**src/hw/rtl/mobs_pkg.sv**
```systemverilog
// Shared types, constants and fixed-point helpers for the motion observer.
`timescale 1ns / 1ps

package mobs_pkg;

   localparam int unsigned CSR_IDX_W = 3;
   localparam int unsigned CSR_DATA_W = 32;

   localparam logic [CSR_IDX_W-1:0] CSR_GAIN_D      = 3'd0;
   localparam logic [CSR_IDX_W-1:0] CSR_GAIN_P      = 3'd1;
   localparam logic [CSR_IDX_W-1:0] CSR_GAIN_I      = 3'd2;
   localparam logic [CSR_IDX_W-1:0] CSR_ACCEL_SCALE = 3'd3;
   localparam logic [CSR_IDX_W-1:0] CSR_HALF_PERIOD = 3'd4;

   // datapath operations, one per controller step
   typedef enum logic [3:0] {
      OP_NONE,
      OP_MUL_D,
      OP_MUL_P,
      OP_ACC_P,
      OP_MUL_I,
      OP_ACC_I,
      OP_DIST,
      OP_TOTAL,
      OP_MUL_A,
      OP_SPEED,
      OP_MUL_H,
      OP_PRED,
      OP_FINISH
   } op_type;

   typedef struct packed {
      logic   load;
      op_type op;
   } cmd_type;

   // saturate a 34-bit signed sum to 32 bits
   function automatic logic signed [31:0] sat34(input logic signed [33:0] v);
      logic signed [31:0] r;
      if (v > 34'sh0_7FFF_FFFF) begin
         r = 32'sh7FFF_FFFF;
      end else if (v < 34'sh3_8000_0000) begin
         r = 32'sh8000_0000;
      end else begin
         r = v[31:0];
      end
      return r;
   endfunction

   // Q16.16 product: round to nearest (ties up), then saturate
   function automatic logic signed [31:0] rnd_sat(input logic signed [65:0] p);
      logic signed [65:0] t;
      logic signed [49:0] s;
      logic signed [31:0] r;
      t = p + 66'sd32768;
      s = t[65:16];
      if (s > 50'sh0_0000_7FFF_FFFF) begin
         r = 32'sh7FFF_FFFF;
      end else if (s < 50'sh3_FFFF_8000_0000) begin
         r = 32'sh8000_0000;
      end else begin
         r = s[31:0];
      end
      return r;
   endfunction

endpackage

```
**src/hw/rtl/mobs_ctrl.sv**
```systemverilog
// Sequencing state machine for the motion observer update.
`timescale 1ns / 1ps

module mobs_ctrl (
   input  logic              clock,
   input  logic              reset,
   input  logic              req_valid,
   output logic              req_stall,
   output logic              rsp_valid,
   input  logic              rsp_stall,
   output mobs_pkg::cmd_type cmd
);

   typedef enum logic [3:0] {
      ST_IDLE,
      ST_MUL_D,
      ST_MUL_P,
      ST_ACC_P,
      ST_MUL_I,
      ST_ACC_I,
      ST_DIST,
      ST_TOTAL,
      ST_MUL_A,
      ST_SPEED,
      ST_MUL_H,
      ST_PRED,
      ST_FINISH
   } state_type;

   state_type state_ff;
   state_type state_in;
   logic      rsp_valid_ff;
   logic      rsp_valid_in;
   logic      out_free;

   assign req_stall = (state_ff != ST_IDLE);
   assign rsp_valid = rsp_valid_ff;
   assign out_free  = !rsp_valid_ff || !rsp_stall;

   always_comb begin
      cmd.load = (state_ff == ST_IDLE) && req_valid;
      cmd.op   = mobs_pkg::OP_NONE;
      state_in = state_ff;
      case (state_ff)
         ST_IDLE: begin
            if (req_valid) begin
               state_in = ST_MUL_D;
            end
         end
         ST_MUL_D: begin
            cmd.op   = mobs_pkg::OP_MUL_D;
            state_in = ST_MUL_P;
         end
         ST_MUL_P: begin
            cmd.op   = mobs_pkg::OP_MUL_P;
            state_in = ST_ACC_P;
         end
         ST_ACC_P: begin
            cmd.op   = mobs_pkg::OP_ACC_P;
            state_in = ST_MUL_I;
         end
         ST_MUL_I: begin
            cmd.op   = mobs_pkg::OP_MUL_I;
            state_in = ST_ACC_I;
         end
         ST_ACC_I: begin
            cmd.op   = mobs_pkg::OP_ACC_I;
            state_in = ST_DIST;
         end
         ST_DIST: begin
            cmd.op   = mobs_pkg::OP_DIST;
            state_in = ST_TOTAL;
         end
         ST_TOTAL: begin
            cmd.op   = mobs_pkg::OP_TOTAL;
            state_in = ST_MUL_A;
         end
         ST_MUL_A: begin
            cmd.op   = mobs_pkg::OP_MUL_A;
            state_in = ST_SPEED;
         end
         ST_SPEED: begin
            cmd.op   = mobs_pkg::OP_SPEED;
            state_in = ST_MUL_H;
         end
         ST_MUL_H: begin
            cmd.op   = mobs_pkg::OP_MUL_H;
            state_in = ST_PRED;
         end
         ST_PRED: begin
            cmd.op   = mobs_pkg::OP_PRED;
            state_in = ST_FINISH;
         end
         ST_FINISH: begin
            // hold until the output register is free
            if (out_free) begin
               cmd.op   = mobs_pkg::OP_FINISH;
               state_in = ST_IDLE;
            end
         end
         default: begin
            state_in = ST_IDLE;
         end
      endcase
   end

   always_comb begin
      rsp_valid_in = rsp_valid_ff;
      if (cmd.op == mobs_pkg::OP_FINISH) begin
         rsp_valid_in = 1'b1;
      end else if (rsp_valid_ff && !rsp_stall) begin
         rsp_valid_in = 1'b0;
      end
   end

   always_ff @(posedge clock) begin
      if (reset) begin
         state_ff     <= ST_IDLE;
         rsp_valid_ff <= 1'b0;
      end else begin
         state_ff     <= state_in;
         rsp_valid_ff <= rsp_valid_in;
      end
   end

   a_busy_after_accept: assert property (@(posedge clock) disable iff (reset)
      (req_valid && !req_stall) |=> req_stall)
      else $error("request accepted but block not busy next cycle");

   a_finish_waits: assert property (@(posedge clock) disable iff (reset)
      (state_ff == ST_FINISH && rsp_valid_ff && rsp_stall) |=> (state_ff == ST_FINISH))
      else $error("finish step left while output still stalled");

   a_valid_from_finish: assert property (@(posedge clock) disable iff (reset)
      $rose(rsp_valid_ff) |-> $past(state_ff == ST_FINISH))
      else $error("response valid rose outside the finish step");

   a_finish_sets_valid: assert property (@(posedge clock) disable iff (reset)
      (cmd.op == mobs_pkg::OP_FINISH) |=> rsp_valid_ff)
      else $error("finish step did not raise response valid");

endmodule

```
**src/hw/rtl/mobs_dp.sv**
```systemverilog
// Observer datapath: gain registers, state, shared multiplier and result register.
`timescale 1ns / 1ps

module mobs_dp (
   input  logic                                clock,
   input  logic                                reset,
   input  mobs_pkg::cmd_type                   cmd,
   input  logic                                csr_wr_en,
   input  logic [mobs_pkg::CSR_IDX_W-1:0]      csr_index,
   input  logic [mobs_pkg::CSR_DATA_W-1:0]     csr_wr_data,
   input  logic [15:0]                         req_meas_angle,
   input  logic signed [15:0]                  req_torque_cmd,
   output logic [15:0]                         rsp_angle_est,
   output logic signed [31:0]                  rsp_speed_est,
   output logic signed [31:0]                  rsp_disturbance_est
);

   // configuration
   logic signed [31:0] gain_d_ff, gain_p_ff, gain_i_ff, accel_scale_ff;
   logic [30:0]        half_period_ff;

   // observer state
   logic [15:0]        last_meas_ff, last_meas_in;
   logic [15:0]        angle_ff, angle_in;
   logic signed [31:0] speed_ff, speed_in;
   logic signed [31:0] pred_ff, pred_in;
   logic signed [31:0] prop_ff, prop_in;
   logic signed [31:0] integ_ff, integ_in;

   // per-request working registers
   logic signed [31:0] err_ff, err_in;
   logic signed [15:0] torque_ff, torque_in;
   logic signed [31:0] deriv_ff, deriv_in;
   logic signed [31:0] dist_ff, dist_in;
   logic signed [31:0] total_ff, total_in;
   logic signed [31:0] speed_new_ff, speed_new_in;
   logic signed [65:0] prod_ff, prod_in;
   logic [15:0]        out_angle_ff, out_angle_in;
   logic signed [31:0] out_speed_ff, out_speed_in;
   logic signed [31:0] out_dist_ff, out_dist_in;

   logic [15:0]        inc;
   logic signed [33:0] err_wide;
   logic signed [31:0] prod_q;
   logic signed [32:0] mul_a, mul_b;
   logic signed [32:0] speed_sum;
   logic [31:0]        pred_rnd;

   assign prod_q    = mobs_pkg::rnd_sat(prod_ff);
   assign speed_sum = {speed_new_ff[31], speed_new_ff} + {speed_ff[31], speed_ff};
   assign pred_rnd  = pred_ff + 32'h0000_8000;

   // measured increment wraps to a signed half turn by plain 16-bit subtraction
   assign inc      = req_meas_angle - last_meas_ff;
   assign err_wide = {{2{inc[15]}}, inc, 16'h0000} - {{2{pred_ff[31]}}, pred_ff};

   // shared multiplier operand select
   always_comb begin
      mul_a = '0;
      mul_b = '0;
      case (cmd.op)
         mobs_pkg::OP_MUL_D: begin
            mul_a = {gain_d_ff[31], gain_d_ff};
            mul_b = {err_ff[31], err_ff};
         end
         mobs_pkg::OP_MUL_P: begin
            mul_a = {gain_p_ff[31], gain_p_ff};
            mul_b = {err_ff[31], err_ff};
         end
         mobs_pkg::OP_MUL_I: begin
            mul_a = {prop_ff[31], prop_ff};
            mul_b = {gain_i_ff[31], gain_i_ff};
         end
         mobs_pkg::OP_MUL_A: begin
            mul_a = {accel_scale_ff[31], accel_scale_ff};
            mul_b = {total_ff[31], total_ff};
         end
         mobs_pkg::OP_MUL_H: begin
            mul_a = {2'b00, half_period_ff};
            mul_b = speed_sum;
         end
         default: begin
            mul_a = '0;
            mul_b = '0;
         end
      endcase
   end

   assign prod_in = mul_a * mul_b;

   always_comb begin
      last_meas_in = last_meas_ff;
      angle_in     = angle_ff;
      speed_in     = speed_ff;
      pred_in      = pred_ff;
      prop_in      = prop_ff;
      integ_in     = integ_ff;
      err_in       = err_ff;
      torque_in    = torque_ff;
      deriv_in     = deriv_ff;
      dist_in      = dist_ff;
      total_in     = total_ff;
      speed_new_in = speed_new_ff;
      out_angle_in = out_angle_ff;
      out_speed_in = out_speed_ff;
      out_dist_in  = out_dist_ff;
      if (cmd.load) begin
         last_meas_in = req_meas_angle;
         torque_in    = req_torque_cmd;
         err_in       = mobs_pkg::sat34(err_wide);
      end
      case (cmd.op)
         mobs_pkg::OP_MUL_P: begin
            deriv_in = prod_q;
         end
         mobs_pkg::OP_ACC_P: begin
            prop_in = mobs_pkg::sat34({{2{prop_ff[31]}}, prop_ff}
                                      + {{2{prod_q[31]}}, prod_q});
         end
         mobs_pkg::OP_ACC_I: begin
            integ_in = mobs_pkg::sat34({{2{integ_ff[31]}}, integ_ff}
                                       + {{2{prod_q[31]}}, prod_q});
         end
         mobs_pkg::OP_DIST: begin
            dist_in = mobs_pkg::sat34({{2{deriv_ff[31]}}, deriv_ff}
                                      + {{2{prop_ff[31]}}, prop_ff}
                                      + {{2{integ_ff[31]}}, integ_ff});
         end
         mobs_pkg::OP_TOTAL: begin
            total_in = mobs_pkg::sat34({{2{torque_ff[15]}}, torque_ff, 16'h0000}
                                       + {{2{dist_ff[31]}}, dist_ff});
         end
         mobs_pkg::OP_SPEED: begin
            speed_new_in = mobs_pkg::sat34({{2{speed_ff[31]}}, speed_ff}
                                           + {{2{prod_q[31]}}, prod_q});
         end
         mobs_pkg::OP_PRED: begin
            pred_in  = prod_q;
            speed_in = speed_new_ff;
         end
         mobs_pkg::OP_FINISH: begin
            angle_in     = angle_ff + pred_rnd[31:16];
            out_angle_in = angle_ff + pred_rnd[31:16];
            out_speed_in = speed_ff;
            out_dist_in  = dist_ff;
         end
         default: begin
         end
      endcase
   end

   always_ff @(posedge clock) begin
      if (reset) begin
         gain_d_ff      <= '0;
         gain_p_ff      <= '0;
         gain_i_ff      <= '0;
         accel_scale_ff <= '0;
         half_period_ff <= '0;
         last_meas_ff   <= '0;
         angle_ff       <= '0;
         speed_ff       <= '0;
         pred_ff        <= '0;
         prop_ff        <= '0;
         integ_ff       <= '0;
      end else begin
         if (csr_wr_en) begin
            case (csr_index)
               mobs_pkg::CSR_GAIN_D:      gain_d_ff      <= csr_wr_data;
               mobs_pkg::CSR_GAIN_P:      gain_p_ff      <= csr_wr_data;
               mobs_pkg::CSR_GAIN_I:      gain_i_ff      <= csr_wr_data;
               mobs_pkg::CSR_ACCEL_SCALE: accel_scale_ff <= csr_wr_data;
               mobs_pkg::CSR_HALF_PERIOD: half_period_ff <= csr_wr_data[30:0];
               default: begin
               end
            endcase
         end
         last_meas_ff <= last_meas_in;
         angle_ff     <= angle_in;
         speed_ff     <= speed_in;
         pred_ff      <= pred_in;
         prop_ff      <= prop_in;
         integ_ff     <= integ_in;
      end
   end

   always_ff @(posedge clock) begin
      err_ff       <= err_in;
      torque_ff    <= torque_in;
      deriv_ff     <= deriv_in;
      dist_ff      <= dist_in;
      total_ff     <= total_in;
      speed_new_ff <= speed_new_in;
      prod_ff      <= prod_in;
      out_angle_ff <= out_angle_in;
      out_speed_ff <= out_speed_in;
      out_dist_ff  <= out_dist_in;
   end

   assign rsp_angle_est       = out_angle_ff;
   assign rsp_speed_est       = out_speed_ff;
   assign rsp_disturbance_est = out_dist_ff;

endmodule

```
**src/hw/rtl/motion_observer_step.sv**
```systemverilog
// Top level of the motion observer: one estimator update per request.
`timescale 1ns / 1ps

// Motion observer, one update per request. Each request carries a measured
// rotor angle (16-bit, full turn = 65536) and a signed commanded torque; each
// produces exactly one response with the estimated next angle, the estimated
// speed and the estimated disturbance torque (both signed Q16.16, saturating).
// A request is taken when req_valid is high and req_stall low; the block then
// works through one shared 33x33 signed multiplier (five products:
// derivative, proportional, integral, acceleration and the trapezoidal angle
// increment, each followed by a round/saturate step) and takes no new request
// until it is done with the last one. A finished response sits in an
// output register until the consumer takes it, and the next request is
// accepted meanwhile; it only waits at its last step if that register is
// still full. Gains are written through csr_wr_en/csr_index/csr_wr_data
// (0 gain_d, 1 gain_p, 2 gain_i, 3 accel_scale, 4 half_period; other indexes
// are ignored) and must be written only while no request is in flight.
// Reset clears all gains and observer state; the first measured angle after
// reset is compared against zero.

module motion_observer_step (
   input  logic                                clock,
   input  logic                                reset,
   // request channel
   input  logic                                req_valid,
   output logic                                req_stall,
   input  logic [15:0]                         req_meas_angle,
   input  logic signed [15:0]                  req_torque_cmd,
   // response channel
   output logic                                rsp_valid,
   input  logic                                rsp_stall,
   output logic [15:0]                         rsp_angle_est,
   output logic signed [31:0]                  rsp_speed_est,
   output logic signed [31:0]                  rsp_disturbance_est,
   // gain registers
   input  logic                                csr_wr_en,
   input  logic [mobs_pkg::CSR_IDX_W-1:0]      csr_index,
   input  logic [mobs_pkg::CSR_DATA_W-1:0]     csr_wr_data
);

   // command bus from sequencer to datapath
   mobs_pkg::cmd_type cmd;

   // sequencer: walks the fixed operation order and owns both handshakes
   mobs_ctrl u_ctrl (
      .clock     (clock),
      .reset     (reset),
      .req_valid (req_valid),
      .req_stall (req_stall),
      .rsp_valid (rsp_valid),
      .rsp_stall (rsp_stall),
      .cmd       (cmd)
   );

   // datapath: gains, observer state, shared multiplier, response register
   mobs_dp u_dp (
      .clock               (clock),
      .reset               (reset),
      .cmd                 (cmd),
      .csr_wr_en           (csr_wr_en),
      .csr_index           (csr_index),
      .csr_wr_data         (csr_wr_data),
      .req_meas_angle      (req_meas_angle),
      .req_torque_cmd      (req_torque_cmd),
      .rsp_angle_est       (rsp_angle_est),
      .rsp_speed_est       (rsp_speed_est),
      .rsp_disturbance_est (rsp_disturbance_est)
   );

endmodule

```
**config.mk**
```make
export PLATFORM = sky130hd
export DESIGN_NAME = motion_observer_step
export DESIGN_NICKNAME = d
export VERILOG_FILES = /design/src/hw/rtl/mobs_pkg.sv /design/src/hw/rtl/mobs_ctrl.sv /design/src/hw/rtl/mobs_dp.sv /design/src/hw/rtl/motion_observer_step.sv
export SDC_FILE = /design/constraint.sdc
export NUM_CORES = 2
export LEC_CHECK = 0
export ABC_AREA = 0
export ABC_CLOCK_PERIOD_IN_PS = 14900
export BUFFER_PORTS_ARGS = -buffer_cell sky130_fd_sc_hd__buf_2
export CORE_ASPECT_RATIO = 0.9
export CORE_MARGIN = 1.5
export CORE_UTILIZATION = 55
export CTS_BUF_LIST = sky130_fd_sc_hd__clkbuf_16
export DETAILED_ROUTE_END_ITERATION = 6
export HOLD_SLACK_MARGIN = 0.06
export PLACE_DENSITY = 0.71
export SLEW_MARGIN = 25
export SYNTH_ARGS = -nofsm -noshare
export SYNTH_HDL_FRONTEND = slang
export SYNTH_SLANG_ARGS = --single-unit
```
**constraint.sdc**
```tcl
create_clock -name clock -period 14.9 [get_ports clock]
set_input_delay 4.47 -clock clock [delete_from_list [all_inputs] [get_ports clock]]
set_output_delay 4.47 -clock clock [all_outputs]
set_load 0.02 [all_outputs]
```
==> results.ini <==
[run_status]
run_status=complete, no violations

[placement]
port_buffers=153
hpwlAfterDp_um=179500
gp_routability_congestion=0.9966
dp.cells=9669

[clocking]
post_cts_hold_buffer_count=0
cts_tree=built
ctsResizeCount=0
cts.path.max_buffers=3
clkSlewWorstSetupHoldPaths_ns=0.06
clock_sink_count=631
number_of_h_tree_levels=3
root_buffer=clkbuf_16
clock_latency_of_the_later_clocked_register_in_the_worst_skew_pair_ns=0.65
cts_setup_buffers=0
cts_buffers=66

[global_route]
grt_pass1_vias=58790
grt-ovfl-total=0
number_of_antenna_violations_at_the_first_check_in_global_routing=18
globalRouteTotalUtil_pct=35.81
largest_net_degree_at_the_start_of_global_routing=142
grt_first_pass_wirelength_um=360700

[finish]
commonest_cells_after_routing_fill_and_taps_aside=nand2_1 (1543), inv_1 (1288), fa_1 (1161), a21oi_1 (539), ha_1 (437)
drive_gt1_share_pct=6.329
final_std_cells_w_o_fill=9795
flow.area_growth_from_synthesis_pct=6.514
layout.cells.most_common=nand2_1
largest_register=u_dp.prod_ff
filler_cell_count=11500
largest_reg_flops=51
layout.nets=9679

[detailed_routing]
ant_nets=0
drt_first_iter_violations=6486
drc=0
detail_route.vias_per_cell=5.996
routed_wl_um=236600
detail_route.first_pass.iterations=6
wl_per_instance_um=24.15
route.vias.total=58730

[floorplan]
horiz_die_dim_um=386.3
design.portCount=154
placementRows=126
fp.coreArea_mm2=0.1312
die_area_mm2=0.1344
die_y_um=348
initial_utilization_pct=55.45

[hold_path]
hold_class=reg -> reg

[pwr]
power.static_leakage_nw=35.91
pwr_density_cell_mw_per_mm2=124.2
vdd_drop_max_mv=0.1070
design_power_total_w=0.009624

[yosys]
synth_area_per_cell_um2=9.037
seq_area_frac_synth_pct=20.89
yosys_warnings=0
yosys.area.top_type_share_pct=31.95
mappedNetlistNets=9719
postSynthCellCount=8049
synth_largest_area_cell=fa_1
synthTopCellsByArea=fa_1 (32%), edfxtp_1 (11%), dfxtp_1 (10%)
synth_top_flop_cell=dfxtp_1
edff_count_synth=256
ys_seq_elements=631
async_reset_ff_share_pct=0
netlist-cell-type-count=110
netlist_area_mm2=0.07274

[setup_path]
critical_path.most_common_cell=fa_1
crit_path_end_kind=flop
timing.reg2reg.setup_slack_ns=3.00
timing.critical_path.slowest_stage_cell=o21ai_2
setup.worst_path.start_class=flop
critPathKind=reg -> reg
crit_arrival_ns=12.46
worst-endpoint-required_ns=15.46
timing.critical_path.slowest_cell_delay_ns=0.84
path_max_fanout=17

[sta]
final_hold_viol_count=0
timing.max_slew.rel_slack_pct=21.90
worst_slew_pin_tran_ns=1.156
fmaxAchievable_ghz=0.08405
grt_setup_unrepaired=no
final.setup_skew_ns=0.01802
setup_tns_ns=0
period_needed_ns=11.90
share_of_the_cycle_needed_by_the_critical_path_after_routing_pct=79.85
finalSetupViolCount=0
timing.final.max_slew_violations=0

[flow_run]
maxCapViolations=0

worst max-delay path: cells and delay by family (launching register included):
| family | cells | cell delay [ns] |
|---|---|---|
| DFF | 1 | 0.39 |
| adders and majority gates | 10 | 4.95 |
| xor gates and xnor gates | 2 | 0.26 |
| AOI/OAI and AO/OA | 16 | 4.48 |
| and+or+nand+nor | 4 | 0.90 |
| buffers and inverters | 5 | 0.78 |
layout make-up:
type	count	area [um^2]	area share [%]
multi-input cells	5752	51430	66.38
flip-flops and latches	631	15190	19.61
inverters	1280	4807	6.205
well taps	1728	2162	2.791
clock buffers	70	1752	2.261
repair buffers	278	1712	2.209
clock inverters	47	396.6	0.5119
diodes	9	22.52	0.02907
report_power, final:
| group | switching [W] | internal (W) |
|---|---|---|
| Combinational | 0.00378 | 0.00180 |
| Clock | 0.000747 | 0.000957 |
| Sequential | 0.000217 | 0.00213 |
| Total | 0.00475 | 0.00488 |
logic make-up after synthesis:
kind of cell	count (synthesis)	synth area share (%)
mux	6	0.08601
fa+ha+maj	1611	39.65
buf+inv	1666	8.711
simple gates	2474	15.04
compound gates	1351	11.89
flops	631	20.89
xor+xnor	310	3.733
layer usage:
| layer | up-vias | wire (um) | part of all wire (%) | track usage [%] |
|---|---|---|---|---|
| met2 | 3266 | 101600 | 43 | 52.32 |
| li1 | 25630 | - | - | - |
| met3 | 593 | 29130 | 12 | 9.809 |
| met1 | 29240 | 95160 | 40 | 50.51 |
| met4 | 8 | 10580 | 4.5 | 14.03 |
| met5 | - | 50 | 0.021 | 0 |
synth_stat cells, types with 61 or more instances:
| cell | number |
|---|---|
| a21o_1 | 142 |
| and2_1 | 144 |
| nand3_1 | 87 |
| edfxtp_1 | 256 |
| nand2_1 | 1545 |
| ha_1 | 437 |
| dfxtp_1 | 375 |
| clkbuf_1 | 339 |
| nor2_1 | 306 |
| a21oi_1 | 540 |
| xnor2_1 | 195 |
| a211oi_1 | 82 |
| nor2b_1 | 74 |
| o21ai_0 | 159 |
| xor2_1 | 115 |
| nor3_1 | 61 |
| fa_1 | 1161 |
| inv_1 | 1276 |
per-stage QoR:
stage          utilization [%]  cell area, um^2  hold WS (ns)  setup slack (ns)
2_1_floorplan                -            72740        0.4272             4.934
3_3_place_gp             57.39            75280        0.4406             3.290
3_5_place_dp             57.41            75300        0.4460             3.208
4_1_cts                  59.05            77450        0.4548             3.143
5_1_grt                  59.06            77460        0.4664             2.490
6_report                 59.07            77480        0.4551             3.002
path summary, 6_finish.rpt:
kind	startpoint	endpoint	cells after the start
max	u_dp.speed_new_ff[6]	u_dp.prod_ff[60]	37
min	u_dp.gain_d_ff[23]	u_dp.gain_d_ff[23]	2
max reg2reg	u_dp.speed_new_ff[6]	u_dp.prod_ff[60]	37
min reg2reg	u_dp.gain_d_ff[23]	u_dp.gain_d_ff[23]	2
Note: power is estimated with default switching activity, not from simulation.
